===== src/sv/three_shear_rotation_mapper_macros.svh =====
// Assertion macros for the three-shear rotation mapper.
// Included by the top level; define NO_ASSERTIONS to compile them out.
`ifndef THREE_SHEAR_ROTATION_MAPPER_MACROS_SVH
`define THREE_SHEAR_ROTATION_MAPPER_MACROS_SVH

`ifndef NO_ASSERTIONS
`define TSR_ASSERT_NOW(lbl, ante, cons, msg) \
    lbl: assert property (@(posedge i_clk) disable iff (!i_rst_n) (ante) |-> (cons)) \
        else $error(msg);
`define TSR_ASSERT_NEXT(lbl, ante, cons, msg) \
    lbl: assert property (@(posedge i_clk) disable iff (!i_rst_n) (ante) |=> (cons)) \
        else $error(msg);
`else
`define TSR_ASSERT_NOW(lbl, ante, cons, msg)
`define TSR_ASSERT_NEXT(lbl, ante, cons, msg)
`endif

`endif


===== src/sv/tsr_pkg.sv =====
// Shared types and constants of the three-shear rotation mapper.
// No dependencies; imported by tsr_setup, three_shear_rotation_mapper and the testbench.
package tsr_pkg;

    localparam int COORD_W   = 7;
    localparam int CFG_W     = 15;
    localparam int CFG_IDX_W = 2;
    localparam int TAN_DEN_W = 16;
    localparam int SQ_W      = 32;

    localparam logic [CFG_IDX_W-1:0] CFG_SIN_NUM = 2'd0;
    localparam logic [CFG_IDX_W-1:0] CFG_SIN_DEN = 2'd1;

    localparam logic [CFG_W-1:0] SIN_NUM_RST = 15'd1;
    localparam logic [CFG_W-1:0] SIN_DEN_RST = 15'd2;

    localparam logic [SQ_W-1:0] SQRT_BIT_INIT = 32'h4000_0000;

    typedef struct packed {
        logic [COORD_W-1:0] in_x;
        logic [COORD_W-1:0] in_y;
    } t_in_word;

    typedef struct packed {
        logic [COORD_W-1:0] out_x;
        logic [COORD_W-1:0] out_y;
        logic               out_valid;
    } t_out_word;

    typedef enum logic [1:0] {
        SU_START,
        SU_SQRT,
        SU_FILL,
        SU_DONE
    } t_setup_state;

    typedef struct packed {
        logic done;
        logic cfg_ok;
    } t_setup_status;

endpackage


===== src/sv/three_shear_rotation_mapper.sv =====
// Throughput: one word per cycle while the output is not stalled and setup is done, through
// four registered stages (row read, x shear, y shear, x shear).
// After reset or a write to either sine register, setup runs a start step, the square root, then
// a sweep writing each table row pair (skipped for an illegal sine ratio); input ready stays low.
// Reset is synchronous, active low; sine registers return to 1/2 and setup restarts.
`include "three_shear_rotation_mapper_macros.svh"

module three_shear_rotation_mapper #(
    parameter int GRID_SIZE = 128
) (
    input  logic                              i_clk,
    input  logic                              i_rst_n,
    input  logic                              i_cfg_valid,
    output logic                              o_cfg_ready,
    input  logic [tsr_pkg::CFG_IDX_W-1:0]     i_cfg_index,
    input  logic [tsr_pkg::CFG_W-1:0]         i_cfg_data,
    input  logic                              i_in_valid,
    output logic                              o_in_ready,
    input  tsr_pkg::t_in_word                 i_in,
    output logic                              o_out_valid,
    input  logic                              i_out_ready,
    output tsr_pkg::t_out_word                o_out
);
    import tsr_pkg::*;

    localparam int AW = $clog2(GRID_SIZE);
    localparam int TW = AW + 1;
    localparam int SW = ((AW > COORD_W) ? AW : COORD_W) + 2;

    logic [CFG_W-1:0]   r_sin_num;
    logic [CFG_W-1:0]   r_sin_den;
    logic               w_cfg_fire;
    logic               w_restart;

    t_setup_status      w_status;
    logic               w_wr_en;
    logic [AW-1:0]      w_wr_addr;
    logic [TW-1:0]      w_tan_data;
    logic [TW-1:0]      w_sin_data;

    logic [TW-1:0]      r_tan_mem [GRID_SIZE];
    logic [TW-1:0]      r_sin_mem [GRID_SIZE];

    logic               r_v1, r_v2, r_v3, r_v4;
    logic               r_ok1, r_ok2, r_ok3;
    logic [SW-1:0]      r_x1, r_y1, r_x2, r_y2, r_x3, r_y3;
    logic [TW-1:0]      r_t1, r_s2, r_t3;
    t_out_word          r_out;

    logic               w_en1, w_en2, w_en3, w_en4;
    logic               w_in_fire;
    logic [SW-1:0]      w_in_x, w_in_y;
    logic               w_ok1;
    logic [SW-1:0]      w_x2, w_y3, w_x4;
    logic               w_ok2, w_ok3, w_ok4;

    assign o_cfg_ready = 1'b1;
    assign w_cfg_fire  = i_cfg_valid && o_cfg_ready;
    assign w_restart   = w_cfg_fire &&
                         ((i_cfg_index == CFG_SIN_NUM) || (i_cfg_index == CFG_SIN_DEN));

    always_ff @(posedge i_clk) begin
        if (!i_rst_n) begin
            r_sin_num <= SIN_NUM_RST;
            r_sin_den <= SIN_DEN_RST;
        end else if (w_cfg_fire) begin
            if (i_cfg_index == CFG_SIN_NUM) begin
                r_sin_num <= i_cfg_data;
            end
            if (i_cfg_index == CFG_SIN_DEN) begin
                r_sin_den <= i_cfg_data;
            end
        end
    end

    tsr_setup #(
        .GRID_SIZE (GRID_SIZE)
    ) u_setup (
        .i_clk      (i_clk),
        .i_rst_n    (i_rst_n),
        .i_restart  (w_restart),
        .i_sin_num  (r_sin_num),
        .i_sin_den  (r_sin_den),
        .o_status   (w_status),
        .o_wr_en    (w_wr_en),
        .o_wr_addr  (w_wr_addr),
        .o_tan_data (w_tan_data),
        .o_sin_data (w_sin_data)
    );

    always_ff @(posedge i_clk) begin
        if (w_wr_en) begin
            r_tan_mem[w_wr_addr] <= w_tan_data;
            r_sin_mem[w_wr_addr] <= w_sin_data;
        end
    end

    assign w_en4      = !r_v4 || i_out_ready;
    assign w_en3      = !r_v3 || w_en4;
    assign w_en2      = !r_v2 || w_en3;
    assign w_en1      = !r_v1 || w_en2;
    assign o_in_ready = w_en1 && w_status.done;
    assign w_in_fire  = i_in_valid && o_in_ready;

    assign w_in_x = SW'(i_in.in_x);
    assign w_in_y = SW'(i_in.in_y);
    assign w_ok1  = w_status.cfg_ok && (w_in_x < SW'(GRID_SIZE)) && (w_in_y < SW'(GRID_SIZE));

    assign w_x2  = r_x1 + {{(SW - TW){r_t1[TW-1]}}, r_t1};
    assign w_ok2 = r_ok1 && (w_x2 < SW'(GRID_SIZE));
    assign w_y3  = r_y2 + {{(SW - TW){r_s2[TW-1]}}, r_s2};
    assign w_ok3 = r_ok2 && (w_y3 < SW'(GRID_SIZE));
    assign w_x4  = r_x3 + {{(SW - TW){r_t3[TW-1]}}, r_t3};
    assign w_ok4 = r_ok3 && (w_x4 < SW'(GRID_SIZE));

    always_ff @(posedge i_clk) begin
        if (!i_rst_n) begin
            r_v1 <= 1'b0;
            r_v2 <= 1'b0;
            r_v3 <= 1'b0;
            r_v4 <= 1'b0;
        end else begin
            if (w_en1) begin
                r_v1 <= w_in_fire;
            end
            if (w_en2) begin
                r_v2 <= r_v1;
            end
            if (w_en3) begin
                r_v3 <= r_v2;
            end
            if (w_en4) begin
                r_v4 <= r_v3;
            end
        end
    end

    always_ff @(posedge i_clk) begin
        if (w_en1) begin
            r_ok1 <= w_ok1;
            r_x1  <= w_in_x;
            r_y1  <= w_in_y;
            r_t1  <= r_tan_mem[w_in_y[AW-1:0]];
        end
        if (w_en2) begin
            r_ok2 <= w_ok2;
            r_x2  <= w_x2;
            r_y2  <= r_y1;
            r_s2  <= r_sin_mem[w_x2[AW-1:0]];
        end
        if (w_en3) begin
            r_ok3 <= w_ok3;
            r_x3  <= r_x2;
            r_y3  <= w_y3;
            r_t3  <= r_tan_mem[w_y3[AW-1:0]];
        end
        if (w_en4) begin
            r_out.out_valid <= w_ok4;
            r_out.out_x     <= w_ok4 ? w_x4[COORD_W-1:0] : '0;
            r_out.out_y     <= w_ok4 ? r_y3[COORD_W-1:0] : '0;
        end
    end

    assign o_out_valid = r_v4;
    assign o_out       = r_out;

    `TSR_ASSERT_NOW(a_ready_after_setup, o_in_ready, w_status.done, "input ready before setup done")
    `TSR_ASSERT_NEXT(a_write_restarts, w_restart, !w_status.done, "register write did not restart setup")
    `TSR_ASSERT_NOW(a_lost_word_zero, o_out_valid && !o_out.out_valid, (o_out.out_x == '0) && (o_out.out_y == '0), "lost voxel carries nonzero coordinates")

endmodule


===== src/sv/tsr_setup.sv =====
// Setup sequencer: checks the sine ratio, takes the integer square root for the
// cosine, forms the tangent denominator and sweeps both shift tables.
// Depends on tsr_pkg.
module tsr_setup #(
    parameter int GRID_SIZE = 128
) (
    input  logic                                  i_clk,
    input  logic                                  i_rst_n,
    input  logic                                  i_restart,
    input  logic [tsr_pkg::CFG_W-1:0]             i_sin_num,
    input  logic [tsr_pkg::CFG_W-1:0]             i_sin_den,
    output tsr_pkg::t_setup_status                o_status,
    output logic                                  o_wr_en,
    output logic [$clog2(GRID_SIZE)-1:0]          o_wr_addr,
    output logic [$clog2(GRID_SIZE):0]            o_tan_data,
    output logic [$clog2(GRID_SIZE):0]            o_sin_data
);
    import tsr_pkg::*;

    localparam int AW     = $clog2(GRID_SIZE);
    localparam int TW     = AW + 1;
    localparam int CENTRE = GRID_SIZE / 2;

    t_setup_state            r_state, n_state;
    logic                    r_cfg_ok, n_cfg_ok;
    logic [SQ_W-1:0]         r_rem, n_rem;
    logic [SQ_W-1:0]         r_root, n_root;
    logic [SQ_W-1:0]         r_bit, n_bit;
    logic [TAN_DEN_W-1:0]    r_tan_den, n_tan_den;
    logic [AW-1:0]           r_d, n_d;
    logic                    r_side, n_side;
    logic [TAN_DEN_W-1:0]    r_acc_t, n_acc_t;
    logic [CFG_W-1:0]        r_acc_s, n_acc_s;
    logic [TW-1:0]           r_cnt_t, n_cnt_t;
    logic [TW-1:0]           r_cnt_s, n_cnt_s;

    logic                    w_cfg_ok;
    logic [CFG_W-1:0]        w_diff;
    logic [CFG_W:0]          w_sum;
    logic [SQ_W-1:0]         w_try;
    logic [TAN_DEN_W:0]      w_step_t;
    logic [CFG_W:0]          w_step_s;
    logic [AW:0]             w_pos;
    logic [AW:0]             w_neg;

    assign w_cfg_ok = (i_sin_num != '0) && (i_sin_den != '0) && (i_sin_num <= i_sin_den);
    assign w_diff   = i_sin_den - i_sin_num;
    assign w_sum    = {1'b0, i_sin_den} + {1'b0, i_sin_num};
    assign w_try    = r_root + r_bit;
    assign w_step_t = {1'b0, r_acc_t} + (TAN_DEN_W + 1)'(i_sin_num);
    assign w_step_s = {1'b0, r_acc_s} + {1'b0, i_sin_num};
    assign w_pos    = (AW + 1)'(CENTRE) + {1'b0, r_d};
    assign w_neg    = (AW + 1)'(CENTRE) - {1'b0, r_d};

    always_comb begin
        n_state    = r_state;
        n_cfg_ok   = r_cfg_ok;
        n_rem      = r_rem;
        n_root     = r_root;
        n_bit      = r_bit;
        n_tan_den  = r_tan_den;
        n_d        = r_d;
        n_side     = r_side;
        n_acc_t    = r_acc_t;
        n_acc_s    = r_acc_s;
        n_cnt_t    = r_cnt_t;
        n_cnt_s    = r_cnt_s;
        o_wr_en    = 1'b0;
        o_wr_addr  = w_pos[AW-1:0];
        o_tan_data = '0;
        o_sin_data = '0;
        unique case (r_state)
            SU_START: begin
                n_cfg_ok = w_cfg_ok;
                n_rem    = SQ_W'(w_diff) * SQ_W'(w_sum);
                n_root   = '0;
                n_bit    = SQRT_BIT_INIT;
                n_state  = w_cfg_ok ? SU_SQRT : SU_DONE;
            end
            SU_SQRT: begin
                if (r_bit == '0) begin
                    n_tan_den = TAN_DEN_W'(i_sin_den) + r_root[TAN_DEN_W-1:0];
                    n_d       = '0;
                    n_side    = 1'b0;
                    n_acc_t   = '0;
                    n_acc_s   = '0;
                    n_cnt_t   = '0;
                    n_cnt_s   = '0;
                    n_state   = SU_FILL;
                end else begin
                    if (r_rem >= w_try) begin
                        n_rem  = r_rem - w_try;
                        n_root = (r_root >> 1) + r_bit;
                    end else begin
                        n_root = r_root >> 1;
                    end
                    n_bit = r_bit >> 2;
                end
            end
            SU_FILL: begin
                if (!r_side) begin
                    // advance both floor(d*p/q) counters by one compare and subtract
                    if (r_d != '0) begin
                        if (w_step_t >= {1'b0, r_tan_den}) begin
                            n_acc_t = TAN_DEN_W'(w_step_t - {1'b0, r_tan_den});
                            n_cnt_t = r_cnt_t + TW'(1);
                        end else begin
                            n_acc_t = w_step_t[TAN_DEN_W-1:0];
                        end
                        if (w_step_s >= {1'b0, i_sin_den}) begin
                            n_acc_s = CFG_W'(w_step_s - {1'b0, i_sin_den});
                            n_cnt_s = r_cnt_s + TW'(1);
                        end else begin
                            n_acc_s = w_step_s[CFG_W-1:0];
                        end
                    end
                    o_wr_en    = w_pos < (AW + 1)'(GRID_SIZE);
                    o_wr_addr  = w_pos[AW-1:0];
                    o_tan_data = TW'(0) - n_cnt_t;
                    o_sin_data = n_cnt_s;
                    n_side     = 1'b1;
                end else begin
                    o_wr_en    = 1'b1;
                    o_wr_addr  = w_neg[AW-1:0];
                    o_tan_data = r_cnt_t;
                    o_sin_data = TW'(0) - r_cnt_s;
                    n_side     = 1'b0;
                    if (r_d == AW'(CENTRE)) begin
                        n_state = SU_DONE;
                    end else begin
                        n_d = r_d + AW'(1);
                    end
                end
            end
            SU_DONE: begin
                n_state = SU_DONE;
            end
            default: begin
                n_state = SU_START;
            end
        endcase
        if (i_restart) begin
            n_state = SU_START;
        end
    end

    always_ff @(posedge i_clk) begin
        if (!i_rst_n) begin
            r_state  <= SU_START;
            r_cfg_ok <= 1'b0;
        end else begin
            r_state  <= n_state;
            r_cfg_ok <= n_cfg_ok;
        end
    end

    always_ff @(posedge i_clk) begin
        r_rem     <= n_rem;
        r_root    <= n_root;
        r_bit     <= n_bit;
        r_tan_den <= n_tan_den;
        r_d       <= n_d;
        r_side    <= n_side;
        r_acc_t   <= n_acc_t;
        r_acc_s   <= n_acc_s;
        r_cnt_t   <= n_cnt_t;
        r_cnt_s   <= n_cnt_s;
    end

    assign o_status.done   = (r_state == SU_DONE);
    assign o_status.cfg_ok = r_cfg_ok;

endmodule


===== config.mk =====
export PLATFORM = sky130hd
export DESIGN_NAME = three_shear_rotation_mapper
export DESIGN_NICKNAME = d
export VERILOG_FILES = /design/src/sv/tsr_pkg.sv /design/src/sv/three_shear_rotation_mapper.sv /design/src/sv/tsr_setup.sv
export VERILOG_INCLUDE_DIRS = /design/src /design/src/sv
export SDC_FILE = /design/constraint.sdc
export NUM_CORES = 2
export LEC_CHECK = 0
export BUFFER_PORTS_ARGS = -buffer_cell sky130_fd_sc_hd__clkbuf_2
export CORE_UTILIZATION = 46
export CTS_BUF_LIST = sky130_fd_sc_hd__clkbuf_8 sky130_fd_sc_hd__clkbuf_16
export DETAILED_ROUTE_END_ITERATION = 8
export PLACE_DENSITY = 0.65
export SLEW_MARGIN = 40
export SYNTH_ARGS = -nofsm -noshare
export SYNTH_HDL_FRONTEND = slang
export SYNTH_SLANG_ARGS = --single-unit

===== constraint.sdc =====
create_clock -name i_clk -period 18.5 [get_ports i_clk]
set_input_delay 1.85 -clock i_clk [delete_from_list [all_inputs] [get_ports i_clk]]
set_output_delay 1.85 -clock i_clk [all_outputs]
set_load 0.02 [all_outputs]

==> flow_summary.yaml <==
final_layout:
  finalNonFillerCells: 10335
  final_core_util_pct: 51.9
  syn2layout_area_growth_pct: 11.7
  layout-drive-gt1-share_pct: 26.2
  stdcell_area_mm2: 0.128
  nNetsFinal: 7349
placed_design:
  placed_cells: 9898
  dp_hpwl_mm: 197
  dpl_cell_area_mm2: 0.121
  globalplace.congestion: 0.883
  numPortBuffers: 52
yosys:
  synth.most_common_cell: "edfxtp_1"
  syn_area_per_cell_um2: 17.3
  synth-edff-count: 2287
  syn-num-nets: 7150
  netlist_area_mm2: 0.115
  seq_area_frac_synth_pct: 60.5
  synth_top_cell_by_area: "edfxtp_1"
  synth.area.top_cells: "edfxtp_1 (60%), mux4_2 (19%), fa_1 (3.3%)"
  synth_flop_cell: "edfxtp_1"
  yosys-top-cells-count: "edfxtp_1 (2287), mux4_2 (992), nor2_1 (409)"
  yosys.area.top_type_share_pct: 59.9
  syn_inst: 6623
  synth_cell_type_count: 94
  yosys_warnings: 0
  synthArstFlopShare_pct: 0
  ys_ff_latch: 2324
min_path:
  worstHoldPathType: "reg -> reg"
global_route:
  grt_pass1_wl_mm: 448
  antenna_found_initial: 19
  grt_pass1_vias: 64735
  overflow: 0
  grt_max_degree: 114
  grt_use_total_pct: 24.7
clock_network:
  cts_buffers: 232
  post_cts_buffers: 0
  cts_resized: 0
  h-tree-depth: 4
  worstSkewPairLatency_ns: 0.88
  cts_buffer_depth: 3
  cts_tree: "done"
  clk_pin_slew_ns: 0.06
  clockRootBuffer: "clkbuf_16"
  cts_hold_buf: 0
  cts_sinks: 2324
power_and_ir_drop:
  p_total_w: 0.0187
  peakVddDrop_mv: 0.210
  leakage_nw: 43.7
  powerDensity_mw_per_mm2: 146
drt:
  drc: 0
  drt_pass1_iterations: 6
  ant_nets: 0
  drt_wl_total_mm: 307
  viasPerCell: 6.19
  wl_per_cell_um: 29.7
  via_count: 63925
  drtIter0Drc: 7364
setup_path:
  slowest_delay_ns: 0.74
  start_kind: "register"
  worstPathRequired_ns: 19.11
  crit_top_cell: "fa_1"
  critical_path_class: "reg -> reg"
  cp.arrival_ns: 10.21
  crit_fanout: 9
  cpMaxStageDelayCell: "a2111oi_0"
  endpoint_kind: "register"
die:
  core_area_mm2: 0.247
  rows: 182
  initial_core_util_pct: 46.5
  die_h_um: 501
  ios: 54
  die_area_mm2: 0.251
  die_x_um: 501
timing:
  hold_violations: 0
  finalCriticalPeriod_ns: 9.60
  slew_violations: 0
  fin_crit_sh_pct: 51.9
  relSlewSlack_pct: 38.3
  setup_viol: 0
  tightest_slew_ns: 0.918
  rsz0062_at_grt: "no"
  setup_tns_ns: 0
  skew_ns: 0.0376
  fmax_mhz: 104
outcome:
  outcome: "completed"
run:
  cap_violations: 0
logic make-up (layout without fill, tap and decap cells):
kind of cell / Yosys count / in the layout / synth area share (%)
buffers and inverters: 656 / 1050 / 2.22
adder cells (fa/ha/maj): 491 / 491 / 6.61
XOR/XNOR: 235 / 235 / 1.79
AO/OA/AOI/OAI: 658 / 658 / 3.82
multiplexers: 1090 / 1090 / 20.4
flip-flops: 2324 / 2324 / 60.5
other: 1 / 7 / 0.00327
AND/OR/NAND/NOR: 1168 / 1168 / 4.66
routing by layer:
metal	GRT usage, %	vias to the layer above	part of all wire, %
li1	-	26896	-
met1	33.7	33593	39
met2	39.3	2927	48
met3	4.01	507	8.3
met4	10.5	2	4.5
met5	0	-	0.0023
layout make-up:
class	count	area, um2
fill	19662	119000
clock inverter	189	1410
multi-input combinational	3643	43500
timing repair buffer	288	2380
inverter	333	1250
clock buffer	240	5970
antenna	6	15.0
sequential	2324	69400
tap	3312	4140
power by group:
group          switching (W)  internal, W  total (W)
clock network        0.00199      0.00260    0.00459
logic                0.00445      0.00315    0.00760
registers           0.000169      0.00635    0.00652
through the flow:
stage	worst slack, ns	hold WS [ns]
floorplan	4.27	0.400
global placement	9.04	0.401
detailed placement	9.03	0.406
CTS	8.99	0.412
global route	8.43	0.423
finish	8.90	0.412
worst max-delay path, delay by kind of cell, from the launching register on:
| family | cells | cell delay [ns] |
|---|---|---|
| xor+xnor | 2 | 0.73 |
| fa+ha+maj | 8 | 3.83 |
| flops | 1 | 0.62 |
| simple gates | 5 | 0.99 |
| buf+inv | 5 | 0.40 |
| compound gates | 10 | 2.74 |
worst paths after layout:
check / startpoint / endpoint / slack (ns) / cells past startpoint
hold / removal: r_y1[3] / r_y2[3] / 0.41 / 0
hold reg to reg: r_y1[3] / r_y2[3] / 0.41 / 0
setup reg to reg: r_sin_num[1] / u_setup.r_rem[28] / 8.90 / 30
setup / recovery: r_sin_num[1] / u_setup.r_rem[28] / 8.90 / 30
flip-flops by register name, indices dropped and copies added, names as in the netlist, 15 cells and up:
name / count
u_setup.r_acc_s: 15
u_setup.r_root: 32
u_setup.r_bit: 16
r_sin_num: 15
o_out: 15
r_sin_mem: 1024
u_setup.r_acc_t: 16
r_sin_den: 15
u_setup.r_rem: 32
r_tan_mem: 1024
u_setup.r_tan_den: 16
cell usage in the layout (no fill, tap or decap), drive strengths merged, types with 11 or more instances in the layout:
cell,n
buf,240
dfxtp,37
nor3,51
nor2,410
a31oi,31
o21a,24
nor2b,50
mux2,28
o31ai,20
nand4,36
nand2,364
nor3b,14
mux2i,70
inv,391
nor4,15
clkinv,104
a21o,60
o211ai,14
a21boi,39
nand3,40
xnor2,141
nand2b,46
a211oi,44
fa,191
clkbuf,288
and2,58
xor2,94
a2111oi,11
edfxtp,2287
o21ai,105
and3,23
mux4,992
or2,14
or3,21
a21oi,200
o21bai,34
bufinv,20
ha,300
(Power assumes the default switching activity.)
